## config.mk

```make
export PLATFORM = sky130hd
export DESIGN_NAME = ogwa_lane
export DESIGN_NICKNAME = d
export VERILOG_FILES = /design/src/design/ogwa_pkg.sv /design/src/design/ogwa_lane.sv
export SDC_FILE = /design/constraint.sdc
export NUM_CORES = 2
export LEC_CHECK = 0
export ABC_AREA = 1
export BUFFER_PORTS_ARGS = -buffer_cell sky130_fd_sc_hd__clkbuf_2
export CAP_MARGIN = 0
export CORE_UTILIZATION = 25
export DETAILED_ROUTE_END_ITERATION = 8
export GPL_ROUTABILITY_DRIVEN = 0
export PLACE_DENSITY = 0.4
export SYNTH_ARGS = -nofsm -noshare
export SYNTH_HDL_FRONTEND = slang
export SYNTH_SLANG_ARGS = --single-unit
```

## constraint.sdc

```tcl
create_clock -name clk -period 6.6 [get_ports clk]
set_input_delay 0.66 -clock clk [delete_from_list [all_inputs] [get_ports clk]]
set_output_delay 0.66 -clock clk [all_outputs]
set_load 0.02 [all_outputs]
```

## src/design/ogwa_pkg.sv

```systemverilog
// ----------------------------------------------------------------------------
// ogwa_pkg
// Shared widths, register indexes, payload and control types for the
// outlier gated window average unit.
// ----------------------------------------------------------------------------
package ogwa_pkg;

  localparam int COORD_BITS  = 20;
  localparam int LEN_W       = 5;
  localparam int RAD_W       = 16;
  localparam int CFG_DATA_W  = 16;
  localparam int CFG_IDX_W   = 1;
  localparam int SUM_W       = COORD_BITS + LEN_W;
  localparam int LIM_W       = RAD_W + LEN_W;
  localparam int SQ_W        = 2 * LIM_W;
  localparam int ACC_W       = SQ_W + 2;
  localparam int DIV_CNT_W   = $clog2(SUM_W + 1);

  localparam logic [CFG_IDX_W-1:0] REG_WINDOW_LENGTH = 1'd0;
  localparam logic [CFG_IDX_W-1:0] REG_REJECT_RADIUS = 1'd1;

  localparam logic [LEN_W-1:0] LEN_RESET = 5'd16;
  localparam logic [RAD_W-1:0] RAD_RESET = 16'd512;

  typedef struct packed {
    logic signed [COORD_BITS-1:0] pos_x;
    logic signed [COORD_BITS-1:0] pos_y;
    logic signed [COORD_BITS-1:0] pos_z;
  } in_item_t;

  typedef struct packed {
    logic                         accepted;
    logic [LEN_W-1:0]             fill_count;
    logic signed [COORD_BITS-1:0] mean_x;
    logic signed [COORD_BITS-1:0] mean_y;
    logic signed [COORD_BITS-1:0] mean_z;
  } out_item_t;

  typedef struct packed {
    logic diff;
    logic square;
    logic update;
    logic drop_old;
    logic clear;
    logic div_start;
  } lane_ctrl_t;

  typedef struct packed {
    logic            over;
    logic            busy;
    logic [SQ_W-1:0] sq;
  } lane_stat_t;

  typedef struct packed {
    logic square;
    logic decide;
  } merge_ctrl_t;

endpackage

```

## src/design/ogwa_lane.sv

```systemverilog
// ----------------------------------------------------------------------------
// ogwa_lane
// One axis: running sum, distance term for the outlier test, and a serial
// restoring divider that forms the rounded window mean.
// ----------------------------------------------------------------------------
module ogwa_lane (
  input  logic                                  clk,
  input  logic                                  rst_n,
  input  ogwa_pkg::lane_ctrl_t                  ctrl,
  input  logic signed [ogwa_pkg::COORD_BITS-1:0] pos,
  input  logic signed [ogwa_pkg::COORD_BITS-1:0] old_val,
  input  logic [ogwa_pkg::LEN_W-1:0]            cnt,
  input  logic [ogwa_pkg::LIM_W-1:0]            lim,
  output ogwa_pkg::lane_stat_t                  stat,
  output logic signed [ogwa_pkg::COORD_BITS-1:0] mean
);
  import ogwa_pkg::*;

  logic signed [SUM_W-1:0]  sum_r;
  logic signed [SUM_W-1:0]  sum_nxt;
  logic [SUM_W-1:0]         dist_r;
  logic                     over_r;
  logic [SQ_W-1:0]          sq_r;

  logic signed [LEN_W:0]    cnt_s;
  logic signed [SUM_W:0]    prod;
  logic signed [SUM_W:0]    diff;
  logic signed [SUM_W:0]    diff_abs;

  logic [SUM_W-1:0]         dvd_r;
  logic [LEN_W-1:0]         rem_r;
  logic [LEN_W-1:0]         den_r;
  logic                     neg_r;
  logic                     zero_r;
  logic [DIV_CNT_W-1:0]     iter_r;

  logic [SUM_W-1:0]         sum_abs;
  logic [LEN_W:0]           trial;
  logic                     ge;
  logic [LEN_W:0]           trial_sub;
  logic [COORD_BITS-1:0]    q_low;

  assign cnt_s    = {1'b0, cnt};
  assign prod     = cnt_s * pos;
  assign diff     = prod - (SUM_W + 1)'(sum_r);
  assign diff_abs = diff[SUM_W] ? -diff : diff;

  always_comb begin
    sum_nxt = sum_r + SUM_W'(pos);
    if (ctrl.drop_old) begin
      sum_nxt = sum_nxt - SUM_W'(old_val);
    end
  end

  assign sum_abs   = sum_r[SUM_W-1] ? SUM_W'(-sum_r) : SUM_W'(sum_r);
  assign trial     = {rem_r, dvd_r[SUM_W-1]};
  assign ge        = trial >= {1'b0, den_r};
  assign trial_sub = trial - {1'b0, den_r};
  assign q_low     = dvd_r[COORD_BITS-1:0];

  always_ff @(posedge clk) begin
    if (!rst_n) begin
      sum_r  <= '0;
      iter_r <= '0;
    end else begin
      if (ctrl.clear) begin
        sum_r <= '0;
      end else if (ctrl.update) begin
        sum_r <= sum_nxt;
      end
      if (ctrl.div_start) begin
        iter_r <= DIV_CNT_W'(SUM_W);
      end else if (iter_r != '0) begin
        iter_r <= iter_r - 1'b1;
      end
    end
  end

  always_ff @(posedge clk) begin
    if (ctrl.diff) begin
      dist_r <= diff_abs[SUM_W-1:0];
    end
    if (ctrl.square) begin
      over_r <= dist_r > SUM_W'(lim);
      sq_r   <= dist_r[LIM_W-1:0] * dist_r[LIM_W-1:0];
    end
    if (ctrl.div_start) begin
      dvd_r  <= sum_abs + SUM_W'(cnt >> 1);
      rem_r  <= '0;
      den_r  <= cnt;
      neg_r  <= sum_r[SUM_W-1];
      zero_r <= cnt == '0;
    end else if (iter_r != '0) begin
      dvd_r <= {dvd_r[SUM_W-2:0], ge};
      rem_r <= ge ? trial_sub[LEN_W-1:0] : trial[LEN_W-1:0];
    end
  end

  assign stat.over = over_r;
  assign stat.busy = iter_r != '0;
  assign stat.sq   = sq_r;

  assign mean = zero_r ? '0 : (neg_r ? $signed(~q_low + 1'b1) : $signed(q_low));

endmodule

```

==> results by group <==
Drt
  • Top routing layer in use: met5
  • Starting DRC count in detailed routing: 1254
  • Met1 Wirelength: 41.26 mm
  • Via count: 24320
  • Remaining DRCs: 0
  • Post-detailed-route wirelength per cell: 16.32 µm
  • Post-route ant nets: 0
  • Met3 WL: 2.087 mm
  • Via density: 4.351
  • Drt first pass iters: 5
  • Final wirelength: 91.19 mm
  • Routed wl met2: 46.05 mm

Synth
  • Synth top area share: 27.54%
  • Predominant post-synthesis flop cell: edfxtp_1
  • Synth top area cells: fa_1, inv_1, ha_1, nand2_1, edfxtp_1
  • Largest area contributor in the netlist: fa_1
  • Post-synthesis sequential area ratio: 12.64%
  • Ys async rst share: 0%
  • Post-synthesis cell type count: 58
  • Mapped cell area: 29070 µm²
  • Synthesis Warnings: 0
  • EDFF count, synth: 99
  • Syn avg cell area: 7.424 µm²
  • Syn_nets: 4680
  • Syn Inst Count: 3916
  • Yosys reg bits: 134

Status
  • Outcome: finished clean

Die
  • Die area: 117700 µm²
  • Die H: 343.0 µm
  • Starting Density: 25.32%
  • Core Region: 114800 µm²
  • Std-Cell Rows: 124
  • Ports: 138
  • Die X: 343.0 µm

Clock tree
  • Clk slew on worst S/H paths: 0.07 ns
  • Clock network latency to the later pin of the worst-skew pair: 0.52 ns
  • CTS tree: done
  • Clk sink count: 134
  • # hold bufs at CTS: 0
  • Clock Tree Root: clkbuf_16
  • H-tree depth: 4
  • Total CTS buffers: 17
  • Clock buffer depth: 2

Global route
  • Total Routing Usage GR: 16.04%
  • Vias in the first global route: 25590
  • Antenna violations before repair: 4
  • First-pass GRT wire length: 144.7 mm
  • Grt total ovfl: 0
  • Largest net degree at the start of global routing: 43

Critical path
  • Crit path DAT: 6.59 ns
  • Worst Path Max Fanout: 11
  • Crit end category: flop
  • Critical Path RT: 6.84 ns
  • CP Launch Type: flop
  • WS Path Type: reg2reg

Layout
  • Final std cells w/o fill: 5589
  • Share of cells above drive strength 1: 9.102%
  • Nets: 4827
  • P&R area growth vs syn: 12.50%

STA
  • Setup TNS: 0 ns
  • Final Cycle Share: 96.19%
  • Min setup slack post-route: 0.2515 ns
  • Max_slew headroom: 35.00%
  • Final max-slew violation count: 0
  • Achievable frequency: 0.1575 GHz
  • Final Hold Vio Count: 0
  • RSZ-0062 raised after global routing: true
  • Crit path time final: 6.349 ns
  • Clk_skew: 0.02686 ns
  • Final setup viols: 0
  • Worst-Margin Slew: 0.9739 ns

Place
  • PortBufs: 136
  • Pre-CTS setup slack: -0.05128 ns
  • Hpwl dp: 78.59 mm
  • Placed Cells: 5539

Flow run
  • Max-cap viol count: 0

Min path
  • Hold WC Path Type: in2reg
-- placed cells by master, fill, tap and decap left out, types with 12 or more instances in the layout --
cell	count
fa_1	399
dfxtp_1	35
xnor2_1	46
inv_2	12
o211ai_1	17
nand4_1	37
o21ai_1	14
nor2_1	223
nand2_1	918
nor3_1	48
nand2_2	24
a21oi_1	168
xor2_1	65
clkbuf_16	19
inv_1	968
edfxtp_1	99
o21bai_1	14
buf_4	62
o21ai_0	100
nand3_1	179
a31oi_1	19
clkbuf_2	136
nor2_2	25
ha_1	285
-- registers in the layout, indices dropped and copies added, names as in the netlist --
name	flops
den_r	5
dist_r	25
dvd_r	25
iter_r	5
neg_r	1
over_r	1
rem_r	5
sq_r	41
sum_r	25
zero_r	1
-- path summary, 6_finish.rpt --
check,from,to,slack (ns),cells past startpoint
setup reg to reg,dist_r[8]$_DFFE_PP_,sq_r[34]$_DFFE_PP_,0.25,20
hold / removal,rst_n,iter_r[3]$_SDFFE_PN0P_,0.47,3
setup / recovery,dist_r[8]$_DFFE_PP_,sq_r[34]$_DFFE_PP_,0.25,20
hold reg to reg,rem_r[2]$_SDFFE_PP0P_,rem_r[2]$_SDFFE_PP0P_,0.50,2
-- cell type report --
class                           count  area (µm²)
Tap cell                         1512        1892
Fill cell                       12870       82100
Antenna cell                        1       2.502
Timing Repair Buffer              214        1414
Multi-Input combinational cell   2715       21460
Inverter                          981        3685
Sequential cell                   134        3674
Clock inverter                     11       85.08
Clock buffer                       21       493.0
-- cells in the mapped netlist, types with 3 or more instances --
| master | instances |
|---|---|
| inv_1 | 968 |
| nand2_1 | 920 |
| fa_1 | 400 |
| ha_1 | 290 |
| nor2_1 | 229 |
| nand3_1 | 179 |
| a21oi_1 | 173 |
| o21ai_0 | 105 |
| edfxtp_1 | 99 |
| clkbuf_1 | 75 |
| xor2_1 | 65 |
| nor3_1 | 49 |
| xnor2_1 | 46 |
| nand4_1 | 37 |
| dfxtp_1 | 35 |
| a31oi_1 | 22 |
| nand2_2 | 22 |
| nor2_2 | 20 |
| o211ai_1 | 17 |
| o21bai_1 | 14 |
| inv_2 | 12 |
| nand3b_1 | 11 |
| nor2_4 | 10 |
| o21ai_1 | 10 |
| a211oi_1 | 8 |
| a21o_1 | 8 |
| and3_1 | 7 |
| nand2_4 | 7 |
| nand3_2 | 7 |
| nor3b_1 | 7 |
| or2_2 | 7 |
| buf_4 | 6 |
| nor3_2 | 6 |
| o21a_1 | 6 |
| a21boi_0 | 4 |
| a31o_2 | 4 |
| o22ai_1 | 3 |
| o31ai_1 | 3 |
-- critical path, cell delays in order, from the launching register on --
cell and delay [ns]:
edfxtp_1 0.49, buf_6 0.21, nand2_1 0.13, fa_1 0.52
fa_1 0.52, fa_1 0.52, inv_1 0.06, fa_1 0.57
fa_1 0.43, fa_1 0.48, inv_1 0.04, fa_1 0.47
inv_1 0.04, ha_1 0.38, nand2_1 0.09, nand2_1 0.07
a31oi_1 0.37, o21ai_0 0.16, a221oi_1 0.27, nand2_1 0.10
xor2_1 0.15
-- through the flow --
stage	area [µm²]	util [%]	hold slack (ns)
floorplan	29070	-	0.4559
global placement	31840	27.74	0.4882
detailed placement	31840	27.74	0.4942
CTS	32460	28.27	0.4610
global route	32710	28.49	0.4881
finish	32710	28.49	0.4684
-- per-layer routing --
layer,vias to the layer above,track usage (%)
met3,65,1.673
met2,310,28.99
met4,6,4.204
met5,-,0
li1,12280,-
met1,11660,20.14
-- kinds of logic (layout without fill, tap and decap cells) --
family	count (synthesis)	in the layout	share of synthesized area (%)
compound gates	388	388	7.493
xor+xnor	111	111	3.344
fa+ha+maj	690	690	40.02
buf+inv	1067	1227	13.92
flops	134	134	12.64
other cells	1	2	0.01290
simple gates	1525	1525	22.57
-- what timing repair did --
| item | CTS | global route |
|---|---|---|
| hold endpoints to repair | 0 | 0 |
| buffers inserted | 3 | 14 |
| endpoints found under the setup margin | 1 | 20 |
| cloned | 0 | 0 |
| resized for setup | 1 | 38 |
| pin swaps | 0 | 2 |
Power is not shown: default switching activity piles up to over one toggle a cycle in this logic, so the estimate is an artifact.
