File: src/design/ogwa_pkg.sv
// ----------------------------------------------------------------------------
// ogwa_pkg
// Shared widths, register indexes, payload and control types for the
// outlier gated window average unit.
// ----------------------------------------------------------------------------
package ogwa_pkg;

  localparam int COORD_BITS  = 20;
  localparam int LEN_W       = 5;
  localparam int RAD_W       = 16;
  localparam int CFG_DATA_W  = 16;
  localparam int CFG_IDX_W   = 1;
  localparam int SUM_W       = COORD_BITS + LEN_W;
  localparam int LIM_W       = RAD_W + LEN_W;
  localparam int SQ_W        = 2 * LIM_W;
  localparam int ACC_W       = SQ_W + 2;
  localparam int DIV_CNT_W   = $clog2(SUM_W + 1);

  localparam logic [CFG_IDX_W-1:0] REG_WINDOW_LENGTH = 1'd0;
  localparam logic [CFG_IDX_W-1:0] REG_REJECT_RADIUS = 1'd1;

  localparam logic [LEN_W-1:0] LEN_RESET = 5'd16;
  localparam logic [RAD_W-1:0] RAD_RESET = 16'd512;

  typedef struct packed {
    logic signed [COORD_BITS-1:0] pos_x;
    logic signed [COORD_BITS-1:0] pos_y;
    logic signed [COORD_BITS-1:0] pos_z;
  } in_item_t;

  typedef struct packed {
    logic                         accepted;
    logic [LEN_W-1:0]             fill_count;
    logic signed [COORD_BITS-1:0] mean_x;
    logic signed [COORD_BITS-1:0] mean_y;
    logic signed [COORD_BITS-1:0] mean_z;
  } out_item_t;

  typedef struct packed {
    logic diff;
    logic square;
    logic update;
    logic drop_old;
    logic clear;
    logic div_start;
  } lane_ctrl_t;

  typedef struct packed {
    logic            over;
    logic            busy;
    logic [SQ_W-1:0] sq;
  } lane_stat_t;

  typedef struct packed {
    logic square;
    logic decide;
  } merge_ctrl_t;

endpackage

File: src/design/ogwa_merge.sv
// ----------------------------------------------------------------------------
// ogwa_merge
// Combine the three axis terms: with a nonempty window, reject when any axis
// is already beyond the limit or the squared distance exceeds the squared limit.
// ----------------------------------------------------------------------------
module ogwa_merge (
  input  logic                       clk,
  input  ogwa_pkg::merge_ctrl_t      ctrl,
  input  ogwa_pkg::lane_stat_t       stat_x,
  input  ogwa_pkg::lane_stat_t       stat_y,
  input  ogwa_pkg::lane_stat_t       stat_z,
  input  logic [ogwa_pkg::LIM_W-1:0] lim,
  input  logic                       nonempty,
  output logic                       reject
);
  import ogwa_pkg::*;

  logic [SQ_W-1:0]  lim_sq_r;
  logic             reject_r;
  logic [ACC_W-1:0] acc;

  assign acc = ACC_W'(stat_x.sq) + ACC_W'(stat_y.sq) + ACC_W'(stat_z.sq);

  always_ff @(posedge clk) begin
    if (ctrl.square) begin
      lim_sq_r <= lim * lim;
    end
    if (ctrl.decide) begin
      reject_r <= nonempty &&
                  (stat_x.over || stat_y.over || stat_z.over || acc > ACC_W'(lim_sq_r));
    end
  end

  assign reject = reject_r;

endmodule

File: config.mk
export PLATFORM = sky130hd
export DESIGN_NAME = ogwa_merge
export DESIGN_NICKNAME = d
export VERILOG_FILES = /design/src/design/ogwa_pkg.sv /design/src/design/ogwa_merge.sv
export SDC_FILE = /design/constraint.sdc
export NUM_CORES = 1
export LEC_CHECK = 0
export BUFFER_PORTS_ARGS = -buffer_cell sky130_fd_sc_hd__buf_2
export CAP_MARGIN = 20
export CORE_ASPECT_RATIO = 0.8
export CORE_MARGIN = 4
export CORE_UTILIZATION = 50
export CTS_CLUSTER_DIAMETER = 40
export DETAILED_ROUTE_END_ITERATION = 12
export HOLD_SLACK_MARGIN = 0.08
export PLACE_DENSITY = 0.69
export SLEW_MARGIN = 0
export SYNTH_ARGS = -nofsm -noshare
export SYNTH_HDL_FRONTEND = slang
export SYNTH_SLANG_ARGS = --single-unit
export TNS_END_PERCENT = 30
File: constraint.sdc
create_clock -name clk -period 18.1 [get_ports clk]
set_input_delay 4.525 -clock clk [delete_from_list [all_inputs] [get_ports clk]]
set_output_delay 4.525 -clock clk [all_outputs]
set_load 0.02 [all_outputs]
==> impl_metrics.ini, run 1 <==
[cts]
ctsResizeCount = 0
clkTransAtPathRegs_ns = 0.07
cts-hold-fix-buffers = 0
clk_latency_ns = 0.29
root_buffer = clkbuf_16
clk_path_buf_depth = 2
htreeDepth = 2
numCtsBuffers = 5
cts_setup_buffers = 0
cts_tree = built
clock-sinks = 42

[routing]
dr_total_vias = 13200
drtIter0Drc = 743
first_pass_iters = 5
viasPerCell = 5.27
drc = 0
wirelength_mm = 39.2
wire_per_inst_um = 15.6
drtAntennaViolNets = 0

[timing]
report.final.slew_viol_count = 0
slew_headroom = 0.383
finalSetupViolCount = 0
finalHoldViolations = 0
fin_crit_ns = 11.52
fin_setup_tns_ns = 0
rsz0062_at_grt = false
worst_pin_slew_ns = 0.925
clock_skew_ns = 0.00647
fin_crit_sh = 0.636
clock.fmax_mhz = 86.8
finalWorstSetupSlack_ns = 6.58

[global_route]
first_global_vias = 14200
grt_max_degree = 42
track_usage = 0.213
grt_pass1_wl_mm = 66.9
antenna_found_initial = 0
grt.overflow.total = 0

[logic_synthesis]
async_flop_share = 0
syn_avg_cell_area_um2 = 9.23
synth_area_leader_cell = fa_1
ys_ff_latch = 42
synth_edf_count = 42
netlist_area_mm2 = 0.0177
synth_area_leaders = fa_1 40%, ha_1 17%, inv_1 10%
synth_ff_type = edfxtp_1
yosysWarnings = 0
synth_top_area_share = 0.399
syn_inst = 1919
ys_types = 63
synthesis.nets = 2667
ys_seq_area_frac = 0.0712

[worst_setup_path]
crit_family = adder cells
crit_end = lim_sq_r[34]$_DFFE_PP_
crit_chain = buf_2, nand2_1, fa_1, fa_1, fa_1, inv_1, fa_1, fa_1, fa_1, fa_1, ha_1, a21oi_1, o21ai_1, o41ai_1, nor4bb_1, o31a_1, nor3b_1, o41ai_1, o21ai_1, xor2_1
cp_slowest_cell = fa_1
cp.arrival_ns = 11.56
crit_start = lim[8]
r2r-start = lim_sq_r[31]$_DFFE_PP_
r2r-end = reject$_DFFE_PP_
slowest_delay_ns = 0.58
cp_num_buf_inv = 2
reg2reg_slack_ns = 14.69
worst-endpoint-required_ns = 18.14
crit_fanout = 21
cp-end-kind = flip-flop
crit_type = input pin to flip-flop
cpMostUsedCell = fa_1
r2r_cells = 10
crit_cells = 20
start_kind = input pin

[place]
preCtsSetupSlack_ns = 6.43
hpwl_mm = 33.5
port-buffer-count = 154
gp_congestion = 0.910

[floorplanning]
rows = 61
dieArea_mm2 = 0.0385
dieHeight_um = 176
coreArea_mm2 = 0.0349
start_util = 0.508
io_pins = 158
dieWidth_um = 218

[cells_and_area]
final_common_cell = inv_1
nets = 2784
synthToLayoutAreaGrowth_pct = 7.53
final_core_util = 0.546
ff_latch_area_mm2 = 0.00126
drive_above_1_share = 0.0839
n_antenna_cell = 0
multi_input_area_mm2 = 0.0145
final_cell_mix = 473 x inv_1, 353 x fa_1, 238 x ha_1, 173 x nand2_1, 154 x buf_2
nFillCells = 3240

[outcome]
status = finished clean

[hold_path]
hold_path.class = flip-flop to flip-flop

[run]
drv_cap = 0
flip-flops by register name, indices dropped and copies added (netlist names):
signal and flops:
lim_sq_r 41, reject 1
worst register-to-register path: cells and delay by family (launching register included):
family	cells	cell delay, ns
flip-flops	1	0.32
adder cells (fa/ha/maj)	1	0.30
AND/OR/NAND/NOR	5	1.68
buffers and inverters	1	0.04
AO/OA/AOI/OAI	3	0.84
area by class of cell:
class	count	share of cell area
timing repair buffer	154	0.0405
multi-input combinational	1360	0.762
clock inverter	2	0.000723
inverter	473	0.0932
sequential	42	0.0662
clock buffer	6	0.00677
tap	472	0.0310
synth_stat cells (7+ instances only):
library cell,instances
inv_1,473
o21ai_1,20
o211ai_1,7
nor3_1,16
fa_1,353
clkbuf_1,42
nand3_1,22
edfxtp_1,42
and3_1,11
a31oi_1,9
xor2_1,26
xnor2_1,53
and2_1,81
o21a_1,11
nand4_1,11
nor2_1,65
nand2b_1,7
nand2_1,173
nor2b_1,11
a21oi_1,88
o21ai_0,20
ha_1,238
a21o_1,50
o21bai_1,8
layer usage:
| layer | vias to the layer above | global-route usage | routed length [um] |
|---|---|---|---|
| li1 | 6271 | - | - |
| met5 | - | 0 | 0 |
| met2 | 309 | 0.368 | 19300 |
| met1 | 6589 | 0.298 | 17500 |
| met3 | 42 | 0.0251 | 1900 |
| met4 | 0 | 0.0297 | 535 |
how the worst min path moves through the flow:
| stage | from | endpoint | slack (ns) | depth (start not counted) |
|---|---|---|---|---|
| 2_1_floorplan | lim_sq_r[41]$_DFFE_PP_ | reject$_DFFE_PP_ | 0.99 | 7 |
| 3_3_place_gp | lim_sq_r[41]$_DFFE_PP_ | reject$_DFFE_PP_ | 1.20 | 7 |
| 3_5_place_dp | lim_sq_r[41]$_DFFE_PP_ | reject$_DFFE_PP_ | 1.21 | 7 |
| 4_1_cts | lim_sq_r[41]$_DFFE_PP_ | reject$_DFFE_PP_ | 1.22 | 7 |
| 5_1_grt | lim_sq_r[41]$_DFFE_PP_ | reject$_DFFE_PP_ | 1.32 | 7 |
| 6_report | lim_sq_r[41]$_DFFE_PP_ | reject$_DFFE_PP_ | 1.27 | 7 |
cells by family after synthesis:
| group | count (synthesis) | synth area share |
|---|---|---|
| adders and majority gates | 591 | 0.567 |
| buffers and inverters | 517 | 0.110 |
| and+or+nand+nor | 427 | 0.117 |
| AOI/OAI and AO/OA | 260 | 0.0944 |
| xor gates and xnor gates | 79 | 0.0391 |
| DFF | 42 | 0.0712 |
| muxes | 3 | 0.00177 |
through the flow:
stage                     hold slack [ns]  instances  area (um2)
final                                1.27       2509       19000
after global routing                 1.32       2509       19000
after CTS                            1.22       2509       19000
after detailed placement             1.21       2501       18900
after global placement               1.20       2501       18900
after floorplan                     0.985       1919       17700
Power of run 1 is left out: the tool's default activity adds up to more than one toggle a clock period on the data nets, which glitch-free logic cannot reach.
==> run 2: changes to the inputs <==
--- a/config.mk
+++ b/config.mk
@@ -5,6 +5,7 @@
 export SDC_FILE = /design/constraint.sdc
 export NUM_CORES = 1
 export LEC_CHECK = 0
+export ABC_AREA = 1
 export BUFFER_PORTS_ARGS = -buffer_cell sky130_fd_sc_hd__buf_2
 export CAP_MARGIN = 20
 export CORE_ASPECT_RATIO = 0.8
@@ -13,7 +14,7 @@
 export CTS_CLUSTER_DIAMETER = 40
 export DETAILED_ROUTE_END_ITERATION = 12
 export HOLD_SLACK_MARGIN = 0.08
-export PLACE_DENSITY = 0.69
+export PLACE_DENSITY = 0.71
 export SLEW_MARGIN = 0
 export SYNTH_ARGS = -nofsm -noshare
 export SYNTH_HDL_FRONTEND = slang
==> constraint.sdc (replaced) <==
create_clock -name clk -period 9.5 [get_ports clk]
set_input_delay 2.375 -clock clk [delete_from_list [all_inputs] [get_ports clk]]
set_output_delay 2.375 -clock clk [all_outputs]
set_load 0.02 [all_outputs]
==> run 2 against run 1 <==
Net effect: clock skew down 0.0018 ns; synthesized cell count rose by 27%; hold slack lost 0.32 ns; sequential cell count did not move; register-to-register slack worse by 7.8 ns; worst setup slack got worse by 5.7 ns; sequential share of layout area is 0.50 points lower; first-iteration DRC count is 31% higher; largest cell class unchanged.
==> impl_metrics.ini, run 2 <==
[outcome]
status = finished clean

[hold_path]
min_path_cells = 6
worstHoldStart = lim_sq_r[41]$_DFFE_PP_
hold_path.class = flip-flop to flip-flop
hold_end = reject$_DFFE_PP_

[place]
port-buffer-count = 154
hpwl_mm = 41.4
placed_area_mm2 = 0.0204
gp_congestion = 0.941

[logic_synthesis]
syn_inst = 2428
ys_ff_latch = 42
async_flop_share = 0
synth_top_area_share = 0.368
synth_edf_count = 42
synthesis.nets = 3176
yosysWarnings = 0
yosysMostFrequentCell = inv_1
netlist_area_mm2 = 0.0192
synth_common_cells = 670 x inv_1, 516 x nand2_1, 353 x fa_1, 238 x ha_1, 139 x nor2_1
synth_area_leader_cell = fa_1
synth_area_leaders = fa_1 37%, ha_1 16%, inv_1 13%
syn_avg_cell_area_um2 = 7.90
ys_seq_area_frac = 0.0657
synth_ff_type = edfxtp_1
ys_types = 46

[cells_and_area]
n_antenna_cell = 0
final_cell_mix = 670 x inv_1, 516 x nand2_1, 353 x fa_1, 238 x ha_1, 154 x buf_2
regMostFlops = lim_sq_r
final_common_cell = inv_1
stdcell_area_mm2 = 0.0206
nFillCells = 3527
synthToLayoutAreaGrowth_pct = 7.31
largest_register_ffs = 41
nets = 3297
drive_above_1_share = 0.0847

[timing]
finalHoldViolations = 0
slew_headroom = 0.301
report.final.slew_viol_count = 0
finalSetupViolCount = 0
worst_pin_slew_ns = 1.04
clock_skew_ns = 0.00470
clock.fmax_mhz = 116
fin_setup_tns_ns = 0
fin_crit_ns = 8.59
fin_crit_sh = 0.904
rsz0062_at_grt = false

[worst_setup_path]
r2r_cells = 8
start_kind = input pin
reg2reg_slack_ns = 6.88
r2r-end = reject$_DFFE_PP_
crit_type = input pin to flip-flop
worst-endpoint-required_ns = 9.54
r2r-start = lim_sq_r[35]$_DFFE_PP_
crit_fanout = 21
cp.arrival_ns = 8.63
cp-end-kind = flip-flop

[global_route]
busiest_layer = met2
use_met2 = 0.356
grt.overflow.total = 0
grt_use_met3 = 0.0283
track_usage = 0.227
antenna_found_initial = 0
grt_use_met1 = 0.352
grt_pass1_wl_mm = 77.7
first_global_vias = 16100
grt_max_degree = 42

[floorplanning]
start_util = 0.513
coreArea_mm2 = 0.0374
rows = 63
dieHeight_um = 183
io_pins = 158
dieArea_mm2 = 0.0416
dieWidth_um = 227

[routing]
wire_per_inst_um = 15.1
viasPerCell = 5.07
drtAntennaViolNets = 0
dr_total_vias = 15400
drtIter0Drc = 977
wirelength_mm = 45.8
first_pass_iters = 5
drc = 0

[cts]
clk_path_buf_depth = 2
clk_latency_ns = 0.29
root_buffer = clkbuf_16
clkTransAtPathRegs_ns = 0.06
cts_setup_buffers = 0
cts_tree = built
clock-sinks = 42
ctsResizeCount = 0
numCtsBuffers = 5
cts-hold-fix-buffers = 0
htreeDepth = 2

[run]
drv_cap = 0
==> run 2: changes by cell type after synthesis, sizes merged, moves of 9 or more <==
cell / change
and3: -9
inv: +203
o21ai: +15
a21oi: +21
a21o: -39
nand2: +353
nor2: +83
xnor2: -23
nor2b: -11
and2: -79
nand3: +31
xor2: +22
==> run 2: critical path, stage by stage <==
cell,delay (ns)
buf_2,0.44
nand2_1,0.22
fa_1,0.58
inv_1,0.05
fa_1,0.50
inv_1,0.05
fa_1,0.47
inv_1,0.05
fa_1,0.52
inv_1,0.07
fa_1,0.53
inv_1,0.05
fa_1,0.47
inv_1,0.05
fa_1,0.47
inv_1,0.04
ha_1,0.38
nand2_1,0.14
nor2_1,0.20
inv_1,0.09
o21bai_1,0.23
o21bai_1,0.23
nand4_1,0.24
nand3_1,0.15
nand2_1,0.05
==> run 2: metrics by stage <==
stage               hold slack [ns]   util  instances  setup slack (ns)
global placement              0.980  0.546       3029             0.758
finish                        0.956  0.550       3037             0.911
floorplan                     0.854      -       2428              1.46
detailed placement            0.973  0.546       3029             0.696
global route                   1.09  0.550       3037             0.610
CTS                           0.967  0.550       3037             0.987
==> run 2: cell families after synthesis <==
family | Yosys count | share of synthesized area
flops | 42 | 0.0657
buf+inv | 719 | 0.141
compound gates | 220 | 0.0678
fa+ha+maj | 591 | 0.523
xor+xnor | 78 | 0.0356
simple gates | 778 | 0.167
==> run 2: how the worst max path moves through the flow <==
stage | start | slack (ns) | depth (start not counted) | end
floorplan | lim[5] | 1.46 | 28 | lim_sq_r[26]$_DFFE_PP_
global placement | lim[8] | 0.76 | 26 | lim_sq_r[30]$_DFFE_PP_
detailed placement | lim[8] | 0.70 | 26 | lim_sq_r[30]$_DFFE_PP_
CTS | lim[8] | 0.99 | 26 | lim_sq_r[30]$_DFFE_PP_
global route | lim[8] | 0.61 | 25 | lim_sq_r[33]$_DFFE_PP_
finish | lim[8] | 0.91 | 25 | lim_sq_r[33]$_DFFE_PP_
==> run 2: cell type report <==
type	instances	area, um2	share of cell area
well taps	487	609	0.0296
repair buffers	156	786	0.0382
flip-flops and latches	42	1260	0.0612
clock buffers	5	125	0.00608
inverters	677	2540	0.123
clock inverters	3	40.0	0.00194
multi-input cells	1667	15200	0.740
==> run 2: per-layer routing <==
layer	vias up	wire length, um
met3	35	2620
met1	7499	22400
met5	-	0
met2	364	20400
li1	7506	-
met4	0	312
Power of run 2 is left out for the same reason.
==> run 3: changes to the inputs <==
==> constraint.sdc (replaced) <==
create_clock -name clk -period 7.2 [get_ports clk]
set_input_delay 1.8 -clock clk [delete_from_list [all_inputs] [get_ports clk]]
set_output_delay 1.8 -clock clk [all_outputs]
set_load 0.02 [all_outputs]
==> run 3 against run 2 <==
Net effect: the flow now finishes with violations (setup timing); worst setup slack got worse by 0.98 ns; clock skew rose by 0.0060 ns; first-iteration DRC count rose by 2.5%.
==> impl_metrics.ini, run 3 (synthesis results as in run 2) <==
[outcome]
status = finished with violations
failed_checks = setup timing

[timing]
report.final.slew_viol_count = 0
holdWs_ns = 0.968
clock_skew_ns = 0.0107
slew_headroom = 0.395
finalSetupViolCount = 2
finalHoldViolations = 0
rsz0062_at_grt = true
finalWorstSetupSlack_ns = -0.0712
worst_pin_slew_ns = 0.908
clock.fmax_mhz = 138
fin_crit_sh = 1.01
fin_crit_ns = 7.27

[cts]
htreeDepth = 2
clock-sinks = 42
clkTransAtPathRegs_ns = 0.07
numCtsBuffers = 5
root_buffer = clkbuf_16
cts_tree = built
clk_path_buf_depth = 2
clk_latency_ns = 0.30
cts-hold-fix-buffers = 0

[place]
preCtsSetupSlack_ns = -0.622
port-buffer-count = 154
gp_congestion = 0.898
hpwl_mm = 44.4

[routing]
first_pass_iters = 5
drtIter0Drc = 1001
drc = 0
wirelength_mm = 49.6
drtAntennaViolNets = 0
viasPerCell = 5.01
wire_per_inst_um = 15.1
dr_total_vias = 16400

[global_route]
track_usage = 0.242
grt_max_degree = 42
antenna_found_initial = 0
grt_pass1_wl_mm = 82.4
grt.overflow.total = 0
first_global_vias = 17300

[floorplanning]
dieHeight_um = 183
coreArea_mm2 = 0.0374
start_util = 0.513
io_pins = 158
rows = 63
dieWidth_um = 227
dieArea_mm2 = 0.0416

[worst_setup_path]
r2r_cells = 7
start_kind = input pin
reg2reg_slack_ns = 4.96
worst-endpoint-required_ns = 7.25
r2r-start = lim_sq_r[41]$_DFFE_PP_
cpMostUsedCell = fa_1
cp_slowest_cell = fa_1
slowest_delay_ns = 0.56
r2r-end = reject$_DFFE_PP_
crit_type = input pin to flip-flop
cp.arrival_ns = 7.32
crit_fanout = 12
cp-end-kind = flip-flop
crit_chain = buf_4, buf_8, nand2_1, fa_1, inv_1, fa_1, inv_1, fa_1, inv_1, fa_1, fa_1, fa_1, ha_1, ha_1, nand2_1, nor2_2, inv_1, nor4_4, nand4_1, nand4_1, nand2_1

[cells_and_area]
final_cell_mix = 656 x inv_1, 485 x nand2_1, 346 x fa_1, 235 x buf_4, 221 x ha_1
n_antenna_cell = 0
nFillCells = 3219
nets = 3536
regMostFlops = lim_sq_r
synthToLayoutAreaGrowth_pct = 21.7
final_common_cell = inv_1
drive_above_1_share = 0.213
largest_register_ffs = 41

[run]
drv_cap = 0

[hold_path]
worstHoldStart = lim_sq_r[41]$_DFFE_PP_
min_path_cells = 6
hold_end = reject$_DFFE_PP_
hold_path.class = flip-flop to flip-flop
[run 3: per-layer routing]
metal / GRT usage / up-vias / wire [um]
li1: - / 7989 / -
met4: 0.0249 / 0 / 379
met5: 0 / - / 0
met2: 0.391 / 396 / 23000
met3: 0.0294 / 47 / 2920
met1: 0.367 / 7973 / 23300
[run 3: worst max-delay path by stage]
stage                              to  cells past startpoint    start
2_1_floorplan  lim_sq_r[36]$_DFFE_PP_                     22   lim[8]
3_3_place_gp   lim_sq_r[39]$_DFFE_PP_                     21   lim[5]
3_5_place_dp   lim_sq_r[33]$_DFFE_PP_                     23   lim[5]
4_1_cts        lim_sq_r[38]$_DFFE_PP_                     25  lim[10]
5_1_grt        lim_sq_r[36]$_DFFE_PP_                     25   lim[3]
6_report       lim_sq_r[40]$_DFFE_PP_                     21  lim[11]
[run 3: critical path: cells and delay by family]
kind / cells / cell delay [ns]
buf+inv: 6 / 0.63
simple gates: 7 / 1.26
fa+ha+maj: 8 / 3.62
[run 3: what timing repair did]
item	in CTS	in global routing
gates resized for setup	86	124
buffers inserted	4	6
hold endpoints to repair	0	0
setup endpoints to repair	26	26
pin swaps	26	64
[run 3: cell type report]
class	count	area [um2]	share of cell area
inverter	677	2540	0.109
clock inverter	3	68.8	0.00295
multi-input combinational	1667	16000	0.684
sequential	42	1260	0.0540
tap	487	609	0.0261
timing repair buffer	395	2780	0.119
clock buffer	5	125	0.00536
[run 3: metrics by stage]
stage | util | cell area, um2 | setup TNS (ns) | cells
3_3_place_gp | 0.594 | 22200 | -11.93 | 3258
3_5_place_dp | 0.594 | 22200 | -13.47 | 3258
2_1_floorplan | - | 19300 | -0.0262 | 2428
5_1_grt | 0.624 | 23400 | -3.60 | 3276
4_1_cts | 0.609 | 22800 | -0.0207 | 3270
6_report | 0.624 | 23400 | -0.0988 | 3276
Power of run 3 is left out for the same reason.
